**src/rtl/core/lbm_pkg.sv**
```systemverilog
// ----------------------------------------------------------------------------
// lbm_pkg
// Shared types, constants and colour helpers for the LED bar level meter.
// ----------------------------------------------------------------------------
package lbm_pkg;

    localparam int MAX_LEDS   = 64;
    localparam int BAR_LIM    = (MAX_LEDS < 64) ? MAX_LEDS : 64;
    localparam int CNT_W      = 7;
    localparam int IDX_W      = 6;
    localparam int LVL_W      = 16;
    localparam int MUL_B_W    = 8;
    localparam int PROD_W     = LVL_W + MUL_B_W;
    localparam int FULL_SCALE = 32768;
    localparam int RESET_LEDS = 8;

    typedef struct packed {
        logic [7:0] r;
        logic [7:0] g;
        logic [7:0] b;
    } t_rgb;

    localparam t_rgb C_RED    = '{8'hff, 8'h00, 8'h00};
    localparam t_rgb C_YELLOW = '{8'hff, 8'h80, 8'h00};
    localparam t_rgb C_GREEN  = '{8'h00, 8'hfc, 8'h00};
    localparam t_rgb C_BLUE   = '{8'h00, 8'h00, 8'hff};
    localparam t_rgb C_BLACK  = '{8'h00, 8'h00, 8'h00};

    // base colour of one LED, and whether it is scaled by p / 2^15
    typedef struct packed {
        t_rgb              base;
        logic              scale;
        logic [LVL_W-1:0]  p;
    } t_led_cmd;

    function automatic logic [7:0] mix8(input logic [7:0] a, input logic [3:0] wa,
                                        input logic [7:0] b);
        logic [3:0]  wb;
        logic [11:0] s;
        wb = 4'd8 - wa;
        s  = ({4'd0, a} * {8'd0, wa}) + ({4'd0, b} * {8'd0, wb}) + 12'd4;
        return s[10:3];
    endfunction

    function automatic t_rgb blend8(input t_rgb a, input logic [3:0] wa, input t_rgb b);
        t_rgb o;
        o.r = mix8(a.r, wa, b.r);
        o.g = mix8(a.g, wa, b.g);
        o.b = mix8(a.b, wa, b.b);
        return o;
    endfunction

endpackage

```
**src/rtl/core/lbm_mul.sv**
```systemverilog
// ----------------------------------------------------------------------------
// lbm_mul
// Shared 16x8 unsigned multiplier with a registered product.
// ----------------------------------------------------------------------------
module lbm_mul
    import lbm_pkg::*;
(
    input  logic                i_clk,
    input  logic [LVL_W-1:0]    i_a,
    input  logic [MUL_B_W-1:0]  i_b,
    output logic [PROD_W-1:0]   o_prod
);

    logic [PROD_W-1:0] r_prod;

    always_ff @(posedge i_clk) begin
        r_prod <= {{MUL_B_W{1'b0}}, i_a} * {{LVL_W{1'b0}}, i_b};
    end

    assign o_prod = r_prod;

endmodule

```
**src/rtl/core/lbm_colour.sv**
```systemverilog
// ----------------------------------------------------------------------------
// lbm_colour
// Base color and scale request for one LED of the bar.
// ----------------------------------------------------------------------------
module lbm_colour
    import lbm_pkg::*;
(
    input  logic [IDX_W-1:0]  i_idx,
    input  logic [CNT_W-1:0]  i_n,
    input  logic [LVL_W-1:0]  i_level,
    input  logic [CNT_W-1:0]  i_high,
    input  logic [LVL_W-1:0]  i_pfrac,
    output t_led_cmd          o_cmd
);

    logic [9:0]       g8;
    logic [9:0]       y8;
    logic [9:0]       g8_up;
    logic [9:0]       y8_up;
    logic [CNT_W-1:0] lg;
    logic [CNT_W-1:0] hg;
    logic [CNT_W-1:0] ly;
    logic [CNT_W-1:0] hy;
    logic [CNT_W-1:0] idx7;
    logic [CNT_W:0]   nsum;
    logic [CNT_W-1:0] num;
    t_rgb             zone;

    assign g8    = ({3'd0, i_n} << 2) + {3'd0, i_n};
    assign y8    = ({3'd0, i_n} << 3) - {3'd0, i_n};
    assign g8_up = g8 + 10'd7;
    assign y8_up = y8 + 10'd7;
    assign lg    = g8[9:3];
    assign hg    = g8_up[9:3];
    assign ly    = y8[9:3];
    assign hy    = y8_up[9:3];
    assign idx7  = {1'b0, i_idx};
    assign nsum  = {1'b0, i_n} + 8'd7;
    assign num   = {2'd0, nsum[CNT_W:3]};

    always_comb begin
        if (idx7 < lg) begin
            zone = C_GREEN;
        end else if (idx7 >= hg && idx7 < ly) begin
            zone = C_YELLOW;
        end else if (idx7 >= hy) begin
            zone = C_RED;
        end else if (idx7 == lg && lg != hg) begin
            zone = blend8(C_GREEN, 4'd8 - {1'b0, g8[2:0]}, C_YELLOW);
        end else begin
            zone = blend8(C_YELLOW, 4'd8 - {1'b0, y8[2:0]}, C_RED);
        end
    end

    always_comb begin
        o_cmd.base  = C_BLACK;
        o_cmd.scale = 1'b0;
        o_cmd.p     = i_pfrac;
        if (i_n == 7'd1) begin
            o_cmd.base  = (i_level == '0) ? C_BLUE : C_GREEN;
            o_cmd.scale = (i_level != '0);
            o_cmd.p     = i_level;
        end else if (i_level == '0) begin
            // idle pattern, last blue LED dimmed by n mod 8
            o_cmd.p = {1'b0, i_n[2:0], 12'd0};
            if (idx7 < num) begin
                o_cmd.base  = C_BLUE;
                o_cmd.scale = (idx7 + 7'd1 == num) && (i_n[2:0] != 3'd0);
            end
        end else if (idx7 < i_high) begin
            o_cmd.base  = zone;
            o_cmd.scale = (idx7 + 7'd1 == i_high);
        end
    end

endmodule

```
**src/rtl/core/led_bar_level_meter.sv**
```systemverilog
// ----------------------------------------------------------------------------
// led_bar_level_meter
// Turns one Q15 peak level into one RGB color per LED of the bar.
// ----------------------------------------------------------------------------
// Usage:
//   Input channel: i_in_valid / o_in_stall carry i_level (Q15, 32768 = full
//   scale, larger values saturate). Output channel: o_out_valid / i_out_stall
//   carry one LED per transfer, led_index 0 first, o_last on the final LED.
//   i_cfg_we / i_cfg_data set the LED count (0 acts as 1, above 64 acts as 64).
//   One level yields N transfers. After states S_FILL and S_SETUP the LEDs
//   are loaded into the output register one by one; the one LED that is
//   scaled by its fractional fill first passes its three channels in turn
//   through the shared 16x8 multiplier (S_MR, S_MG, S_MB, S_PUT), which
//   also forms the fill N*level at setup.
//   The input is stalled while a level is being worked on and is taken again
//   once the last LED sits in the output register.
//   A stalled receiver holds the output register and the sequencer waits.
//   Reset empties the pipeline and sets the LED count to 8.
// ----------------------------------------------------------------------------
module led_bar_level_meter
    import lbm_pkg::*;
(
    input  logic               i_clk,
    input  logic               i_rst_n,
    input  logic               i_cfg_we,
    input  logic [CNT_W-1:0]   i_cfg_data,
    input  logic               i_in_valid,
    output logic               o_in_stall,
    input  logic [LVL_W-1:0]   i_level,
    output logic               o_out_valid,
    input  logic               i_out_stall,
    output logic [IDX_W-1:0]   o_led_index,
    output logic [7:0]         o_red,
    output logic [7:0]         o_green,
    output logic [7:0]         o_blue,
    output logic               o_last
);

    typedef enum logic [2:0] {
        S_IDLE, S_FILL, S_SETUP, S_LED, S_MR, S_MG, S_MB, S_PUT
    } t_state;

    t_state              r_state;
    logic [CNT_W-1:0]    r_led_count;
    logic [LVL_W-1:0]    r_level;
    logic [CNT_W-1:0]    r_n;
    logic [CNT_W-1:0]    r_high;
    logic [LVL_W-1:0]    r_pfrac;
    logic [IDX_W-1:0]    r_idx;
    t_rgb                r_base;
    logic [LVL_W-1:0]    r_p;
    logic [7:0]          r_sr;
    logic [7:0]          r_sg;
    logic                r_ovalid;
    logic [IDX_W-1:0]    r_oidx;
    t_rgb                r_orgb;
    logic                r_olast;

    logic [LVL_W-1:0]    lvl_sat;
    logic [CNT_W-1:0]    bar_n;
    logic [LVL_W-1:0]    mul_a;
    logic [MUL_B_W-1:0]  mul_b;
    logic [PROD_W-1:0]   prod;
    logic [PROD_W-1:0]   rsum;
    logic [7:0]          rnd;
    logic                frac_nz;
    t_led_cmd            cmd;
    logic                out_free;
    logic                ld;
    t_rgb                ld_rgb;
    logic                is_last;

    assign lvl_sat = (i_level > LVL_W'(FULL_SCALE)) ? LVL_W'(FULL_SCALE) : i_level;
    assign bar_n   = (r_led_count == '0) ? 7'd1 :
                     (r_led_count > CNT_W'(BAR_LIM)) ? CNT_W'(BAR_LIM) : r_led_count;

    always_comb begin
        mul_a = r_p;
        mul_b = r_base.b;
        unique case (r_state)
            S_FILL:  begin
                mul_a = r_level;
                mul_b = {1'b0, r_n};
            end
            S_MR:    mul_b = r_base.r;
            S_MG:    mul_b = r_base.g;
            default: ;
        endcase
    end

    lbm_mul u_mul (
        .i_clk  (i_clk),
        .i_a    (mul_a),
        .i_b    (mul_b),
        .o_prod (prod)
    );

    assign rsum    = prod + PROD_W'(16384);
    assign rnd     = rsum[22:15];
    assign frac_nz = |prod[14:0];

    lbm_colour u_colour (
        .i_idx   (r_idx),
        .i_n     (r_n),
        .i_level (r_level),
        .i_high  (r_high),
        .i_pfrac (r_pfrac),
        .o_cmd   (cmd)
    );

    assign out_free = !r_ovalid || !i_out_stall;
    assign ld       = out_free && ((r_state == S_LED && !cmd.scale) || r_state == S_PUT);
    assign ld_rgb   = (r_state == S_PUT) ? {r_sr, r_sg, rnd} : cmd.base;
    assign is_last  = ({1'b0, r_idx} == r_n - 7'd1);

    always_ff @(posedge i_clk) begin
        if (!i_rst_n) begin
            r_state     <= S_IDLE;
            r_ovalid    <= 1'b0;
            r_led_count <= CNT_W'(RESET_LEDS);
        end else begin
            if (i_cfg_we) begin
                r_led_count <= i_cfg_data;
            end
            if (r_ovalid && !i_out_stall) begin
                r_ovalid <= 1'b0;
            end
            unique case (r_state)
                S_IDLE: begin
                    if (i_in_valid) begin
                        r_level <= lvl_sat;
                        r_n     <= bar_n;
                        r_state <= S_FILL;
                    end
                end
                S_FILL: r_state <= S_SETUP;
                S_SETUP: begin
                    r_high  <= prod[21:15] + {6'd0, frac_nz};
                    r_pfrac <= frac_nz ? {1'b0, prod[14:0]} : LVL_W'(FULL_SCALE);
                    r_idx   <= '0;
                    r_state <= S_LED;
                end
                S_LED: begin
                    if (cmd.scale) begin
                        r_base  <= cmd.base;
                        r_p     <= cmd.p;
                        r_state <= S_MR;
                    end
                end
                S_MR: r_state <= S_MG;
                S_MG: begin
                    r_sr    <= rnd;
                    r_state <= S_MB;
                end
                S_MB: begin
                    r_sg    <= rnd;
                    r_state <= S_PUT;
                end
                S_PUT: ;
                default: r_state <= S_IDLE;
            endcase
            if (ld) begin
                r_ovalid <= 1'b1;
                r_oidx   <= r_idx;
                r_orgb   <= ld_rgb;
                r_olast  <= is_last;
                if (is_last) begin
                    r_state <= S_IDLE;
                end else begin
                    r_idx   <= r_idx + 6'd1;
                    r_state <= S_LED;
                end
            end
        end
    end

    assign o_in_stall  = !i_rst_n || (r_state != S_IDLE);
    assign o_out_valid = r_ovalid;
    assign o_led_index = r_oidx;
    assign o_red       = r_orgb.r;
    assign o_green     = r_orgb.g;
    assign o_blue      = r_orgb.b;
    assign o_last      = r_olast;

endmodule

```
**config.mk**
```make
export PLATFORM = sky130hd
export DESIGN_NAME = led_bar_level_meter
export DESIGN_NICKNAME = d
export VERILOG_FILES = /design/src/rtl/core/lbm_pkg.sv /design/src/rtl/core/lbm_mul.sv /design/src/rtl/core/lbm_colour.sv /design/src/rtl/core/led_bar_level_meter.sv
export SDC_FILE = /design/constraint.sdc
export NUM_CORES = 1
export LEC_CHECK = 0
export ABC_CLOCK_PERIOD_IN_PS = 12600
export BUFFER_PORTS_ARGS = -buffer_cell sky130_fd_sc_hd__buf_2
export CAP_MARGIN = 10
export CORE_MARGIN = 1
export CORE_UTILIZATION = 45
export DETAILED_ROUTE_END_ITERATION = 8
export PLACE_DENSITY = 0.64
export SYNTH_ARGS = -nofsm -noshare
export SYNTH_HDL_FRONTEND = slang
export SYNTH_SLANG_ARGS = --single-unit
export TNS_END_PERCENT = 1
```
**constraint.sdc**
```tcl
create_clock -name i_clk -period 12.6 [get_ports i_clk]
set_clock_uncertainty 0.05 [all_clocks]
set_input_delay 2.52 -clock i_clk [delete_from_list [all_inputs] [get_ports i_clk]]
set_output_delay 2.52 -clock i_clk [all_outputs]
set_load 0.03 [all_outputs]
```
**Word level (Yosys, flattened, before mapping)**

Index checks and enable logic that the tools add are counted.

- $mul: 5
- $add $sub $neg: 20
- Order comparisons: 8
- Equal/unequal tests: 15
- Reduce and logical (&&, ||, !) cells: 30
- Multiplexer cells: 25

Operator list:

| operator | count |
|---|---|
| 24-bit 2-to-1 mux | 5 |
| 16-bit 2-to-1 mux | 4 |
| 25-bit 2-to-1 mux | 2 |
| 11-bit by 3-bit adder with 11-bit output, second input constant | 4 |
| 41-bit 2-to-1 mux | 1 |
| 8-bit by 4-bit multiplier with 11-bit output, first input constant | 3 |
| 8-bit case mux with 3 select lines | 1 |
| 23-bit by 15-bit adder with 23-bit output, second input constant | 1 |
| 16-bit by 8-bit multiplier with 23-bit output | 1 |
| 11-bit adder | 2 |
| 6-bit by 7-bit less-than comparator with 1-bit output | 3 |
| 3-bit case mux with 7 select lines | 1 |
| 10-bit by 3-bit adder with 10-bit output, second input constant | 2 |
| 6-bit 2-to-1 mux | 3 |
| 16-bit > comparator, second input constant | 1 |
| 16-bit logical NOT | 1 |
| 16-bit nonzero test | 1 |
| 15-bit OR reduction | 1 |
| 6-bit by 7-bit == test with 1-bit output | 2 |
| 6-bit by 7-bit greater-or-equal comparator with 1-bit output | 2 |
| 3-bit == test, second input constant | 4 |
| 9-bit by 7-bit adder with 10-bit output | 1 |
| 10-bit by 7-bit subtractor with 10-bit output | 1 |
| 6-bit by 4-bit multiplier with 9-bit output, first input constant | 1 |
| 32 further kinds | 55 |

- Output and inout port bits: 33
- Bits in registers: 173

**Logic depth before layout (Yosys ltp)**

- Word-level depth: 19
- Gate-level depth with buffers: 24
- Depth with buffers taken out: 21

**Cells and area by module**

From an unflattened synthesis, not the netlist that was laid out.

- Cells, all modules: 1514
- Area, all modules: 15170.8 um^2

By module, submodules not included:

| module | area an instance (um^2) | instances | cells an instance |
|---|---|---|---|
| led_bar_level_meter | 6323.6 | 1 | 431 |
| lbm_mul | 4931.0 | 1 | 556 |
| lbm_colour | 3916.3 | 1 | 527 |

**Worst setup path after synthesis**

Ideal clock, no wire load.

- Path type: flip-flop to flip-flop
- From: register r_state[0]
- To: register u_mul.r_prod[17], in the netlist u_mul.o_prod[17]
- Setup slack: 6.303 ns
- Required time: 12.478 ns
- Arrival time: 6.175 ns
- Clock period less this slack: 6.297 ns
- Cell stages (with the launch flop): 20
- Buffers on the path: 3
- Setup time: 0.072 ns
- Cell sequence: dfxtp_1 > clkbuf_1 > nand2b_1 > nor2_1 > buf_1 > buf_1 > mux2i_1 > nor2_1 > fa_1 > inv_1 > fa_1 > fa_1 > fa_1 > inv_1 > ha_1 > a2111oi_0 > o311ai_0 > a31o_2 > a21oi_1 > xnor2_1

- Longest elaborated chain between the ends: 3
- Elaborated cells on any way between the ends: 6
- Classes of those cells: mul: 1; eq/ne: 3; mux: 2

RTL lines:

| what | RTL line | source |
|---|---|---|
| from (decl) | led_bar_level_meter.sv:43 | `t_state r_state;` |
| from (signal assigned) | led_bar_level_meter.sv:118 | `r_state <= S_IDLE;` |
| from (signal assigned) | led_bar_level_meter.sv:133 | `r_state <= S_FILL;` |
| from (signal assigned) | led_bar_level_meter.sv:136 | `S_FILL: r_state <= S_SETUP;` |
| 3-bit == test / 3-bit by 1-bit == test with 1-bit output (equally long branches) | led_bar_level_meter.sv:80 | `unique case (r_state)` |
| 8-bit case mux with 3 select lines / 16-bit 2-to-1 mux (equally long branches) | led_bar_level_meter.sv:80 |  |
| 16-bit by 8-bit multiplier with 23-bit output * | lbm_mul.sv:17 | `r_prod <= {{MUL_B_W{1'b0}}, i_a} * {{LVL_W{1'b0}}, i_b};` |
| to (signal assigned) | lbm_mul.sv:17 |  |
| to (decl) | lbm_mul.sv:14 | `logic [PROD_W-1:0] r_prod;` |

Mark *: on every way between the ends. The rest lies on a longest branch, timed or not.
A chain may end at the register's enable or synchronous reset.

**Worst setup path in the final report**

Same ends and word-level chain as after synthesis.

==> flow_summary.yaml <==
clocking:
  numCtsBuffers: 17
  clk_pin_slew_worst_paths_ps: 80
  tritoncts: "done"
  worstSkewPairLatency_ps: 440
  cts_max_level: 4
  clockRootBuffer: "sky130_fd_sc_hd__clkbuf_16"
  cts_buffer_depth: 2
  cts_setup_buffers: 0
  post_cts_resized: 0
  cts_hold_repair.buffers: 0
  clock-sinks: 166
die:
  count_of_pins_on_the_block_boundary: 61
  rows: 64
  initial_utilization_pct: 45.8
  fp.dieW_um: 178
  placeableCoreArea_sq_mm: 0.0306
  die-area_sq_mm: 0.0318
  die_h_um: 178
detailed_routing:
  detail_route.iter0.violations: 673
  met3_length_um: 1570
  drt_first_pass_iters: 5
  drt-total-wl_um: 33600
  avgRoutedWirePerCell_um: 18.2
  vias_per_cell: 5.52
  topRoutingLayerUsed: "met4"
  route.met2.wl_um: 16100
  drt_drc_violations_left: 0
  route.antenna.remaining_nets: 0
  routedLengthMet1_um: 14900
  dr_vias: 10159
power:
  pwr_density_cell_mw_per_mm2: 147
  p_leak_nw: 6.37
  vdd_ir_drop_max_v: 0.000111
yosys:
  synth_warnings: 0
  xor_and_xnor_fraction_of_the_mapped_netlist_area_pct: 7.19
  synth_ff_type: "sky130_fd_sc_hd__edfxtp_1"
  post_synth_and_or_nand_nor_area_fraction_pct: 15.0
  postSynthCellCount: 1405
  syn_nets: 1647
  netlist-cell-type-count: 77
  synth_top_family_by_area: "adder cells"
  synth-compound-area-share_pct: 10.8
  post-synth-top-area-cell: "sky130_fd_sc_hd__edfxtp_1"
  netlist_area_sq_mm: 0.0140
  syn-mean-instance-area_sq_um: 9.97
  synth.yosys.seq_area_share_pct: 33.2
  cell_types_with_the_largest_area_share_after_synthesis: "sky130_fd_sc_hd__edfxtp_1 28%, sky130_fd_sc_hd__fa_1 13%, sky130_fd_sc_hd__ha_1 11%"
  synth_edf_count: 132
  number_of_register_bits_inferred_by_synthesis: 166
  synth_fa_ha_area_share_pct: 24.1
  yosysTopAreaCellShare_pct: 28.3
  async_flop_share_pct: 0
  synth_mux_area_share_pct: 4.02
sta:
  final_max_slew_viol_count: 0
  max_slew.worst_pin.slew_ps: 1120
  setup_tns_final_ps: 0
  timing.final.crit_period_ps: 7370
  hold_viol_final: 0
  hold_ws_ps: 386
  finalWorstSetupSlack_ps: 5230
  max_slew_margin_pct: 25.7
  setup_viol: 0
  grt_setup_unrepaired: "no"
  max_freq_mhz: 136
  timing.final.crit_share_pct: 58.5
worst_setup_path:
  worstPathArrival_ps: 7690
  endpoint_kind_of_the_worst_setup_timing_path: "flop"
  critPathKind: "flop to flop"
  reg2reg_to: "u_mul.o_prod[17]$_DFF_P_"
  timing.rr.start: "r_state[0]$_SDFFE_PN0P_"
  timing.critical_path.mode_cell: "sky130_fd_sc_hd__fa_1"
  data_required_time_at_the_worst_endpoint_ps: 12920
  worst_setup_path_start_kind: "flop"
  timing.critical_path.slowest_stage_cell: "sky130_fd_sc_hd__a2111oi_0"
  worst_path_largest_cell_delay_ps: 870
  worst_r2r_path_depth: 19
  timing.reg2reg.setup_slack_ps: 5230
  crit_fanout: 21
  cells_along_the_critical_path: "nand2b_1 > nor2_2 > buf_4 > mux2i_1 > nor2_1 > fa_1 > fa_1 > inv_1 > fa_1 > fa_1 > inv_1 > ha_1 > o21a_1 > o21a_1 > a2111oi_0 > o311ai_0 > a31o_2 > a21oi_1 > xnor2_1"
global_route:
  grt_util_all_layers_pct: 22.5
  grt_first_pass_wirelength_um: 55200
  total_grt_overflow: 0
  initial_antenna_violation_count: 0
  maximum_number_of_pins_on_one_net_before_global_route_repair: 36
  first_global_vias: 10371
cells_and_area:
  layout.filler_cells: 2778
  finalNetCount: 1675
  number_of_diodes: 0
  synthToLayoutAreaGrowth_pct: 8.88
  layout-drive-gt1-share_pct: 10.2
run_status:
  result_of_the_run: "completed"
placement:
  detailed_place_hpwl_um: 26100
  place.port_buffers: 60
  place_ws_ps: 5410
  gpl.final_weighted_congestion: 0.903
min_path:
  whs_endpoint: "r_pfrac[1]$_SDFFCE_PP0P_"
  holdCritStartpoint: "u_mul.o_prod[1]$_DFF_P_"
  timing.hold.worst_path_depth: 0
  hold_path.class: "flop to flop"
job:
  max_cap_violations: 0
synthesized netlist by cell type, drive strengths merged, types with 34 or more instances:
master	count
nor2b	50
nor2	104
xnor2	76
clkbuf	53
nand2	132
edfxtp	132
fa	93
ha	121
mux2i	39
dfxtp	34
a21oi	49
o21ai	65
inv	141
state kept, by name, summed over array words and instances (netlist names):
name          flops
u_mul.o_prod     23
r_base           17
r_level          16
r_p              16
r_pfrac          16
o_blue            8
o_green           8
o_red             8
r_sg              8
r_sr              8
r_high            7
r_led_count       7
r_n               7
o_led_index       6
r_idx             6
r_state           3
o_last            1
o_out_valid       1
worst max path at each step:
stage,startpoint,cells after the start,endpoint
global placement,r_state[0]$_SDFFE_PN0P_,19,u_mul.o_prod[17]$_DFF_P_
finish,r_state[0]$_SDFFE_PN0P_,19,u_mul.o_prod[17]$_DFF_P_
detailed placement,r_state[0]$_SDFFE_PN0P_,19,u_mul.o_prod[17]$_DFF_P_
floorplan,r_state[0]$_SDFFE_PN0P_,19,u_mul.o_prod[17]$_DFF_P_
CTS,r_state[0]$_SDFFE_PN0P_,19,u_mul.o_prod[17]$_DFF_P_
global route,r_state[0]$_SDFFE_PN0P_,19,u_mul.o_prod[17]$_DFF_P_
placed cells by master (no fill, tap or decap), types with 7 or more instances in the layout:
| master | count |
|---|---|
| sky130_fd_sc_hd__buf_2 | 60 |
| sky130_fd_sc_hd__nand2_1 | 132 |
| sky130_fd_sc_hd__nand3_1 | 19 |
| sky130_fd_sc_hd__and2_1 | 10 |
| sky130_fd_sc_hd__buf_4 | 12 |
| sky130_fd_sc_hd__mux2i_1 | 39 |
| sky130_fd_sc_hd__inv_1 | 140 |
| sky130_fd_sc_hd__mux2_2 | 10 |
| sky130_fd_sc_hd__o21ai_0 | 60 |
| sky130_fd_sc_hd__nor2_1 | 101 |
| sky130_fd_sc_hd__nand4_1 | 9 |
| sky130_fd_sc_hd__ha_1 | 121 |
| sky130_fd_sc_hd__o21a_1 | 19 |
| sky130_fd_sc_hd__clkbuf_16 | 17 |
| sky130_fd_sc_hd__nor4_1 | 12 |
| sky130_fd_sc_hd__nor3_1 | 27 |
| sky130_fd_sc_hd__nor2b_1 | 50 |
| sky130_fd_sc_hd__a21oi_1 | 48 |
| sky130_fd_sc_hd__a31oi_1 | 10 |
| sky130_fd_sc_hd__fa_1 | 93 |
| sky130_fd_sc_hd__or2_2 | 8 |
| sky130_fd_sc_hd__nand2b_1 | 25 |
| sky130_fd_sc_hd__a211oi_1 | 7 |
| sky130_fd_sc_hd__edfxtp_1 | 132 |
| sky130_fd_sc_hd__dfxtp_1 | 34 |
| sky130_fd_sc_hd__inv_8 | 7 |
| sky130_fd_sc_hd__xnor2_1 | 76 |
| sky130_fd_sc_hd__a21o_1 | 12 |
| sky130_fd_sc_hd__xor2_1 | 32 |
| sky130_fd_sc_hd__and3_1 | 9 |
stage by stage:
stage / util, % / total power [mW] / std cells / area [sq um]
after floorplan: - / 1.48 / 1405 / 14000
after global placement: 47.9 / 1.69 / 1809 / 14600
after detailed placement: 47.9 / 1.71 / 1809 / 14600
after CTS: 49.8 / 2.25 / 1841 / 15200
after global routing: 49.9 / 2.40 / 1842 / 15300
final: 49.9 / 2.25 / 1842 / 15300
kinds of logic after synthesis:
| family | Yosys count |
|---|---|
| compound gates | 224 |
| xor+xnor | 111 |
| fa+ha+maj | 214 |
| buf+inv | 208 |
| flops | 166 |
| mux | 53 |
| simple gates | 429 |
critical path: cells and delay by family, from the launching register on:
kind | cells | cell delay [ps]
adders and majority gates | 5 | 2410
DFF | 1 | 800
muxes | 1 | 730
buffers and inverters | 3 | 430
AOI/OAI and AO/OA | 6 | 2110
xor gates and xnor gates | 1 | 130
and+or+nand+nor | 3 | 620
where the power goes:
| group | switching [mW] | total, mW | internal (mW) | leakage [nW] |
|---|---|---|---|---|
| Clock | 0.250 | 0.535 | 0.286 | 0.297 |
| Combinational | 0.554 | 0.961 | 0.407 | 4.57 |
| Sequential | 0.0701 | 0.751 | 0.681 | 1.50 |
routing by layer:
layer  global-route usage (%)  up-vias
li1                         -     4869
met1                     29.8     4953
met2                     36.9      272
met3                     3.47       65
met4                     8.76        0
met5                        0        -
cell type report:
class                   instances  area [sq um]  area share, %
clock buffers                  17           425           2.79
well taps                     396           495           3.25
repair buffers                 73           405           2.66
flip-flops and latches        166          4640           30.5
clock inverters                15           170           1.12
inverters                     144           541           3.54
multi-input cells            1031          8570           56.2
Power figures use the tool's default switching activity.
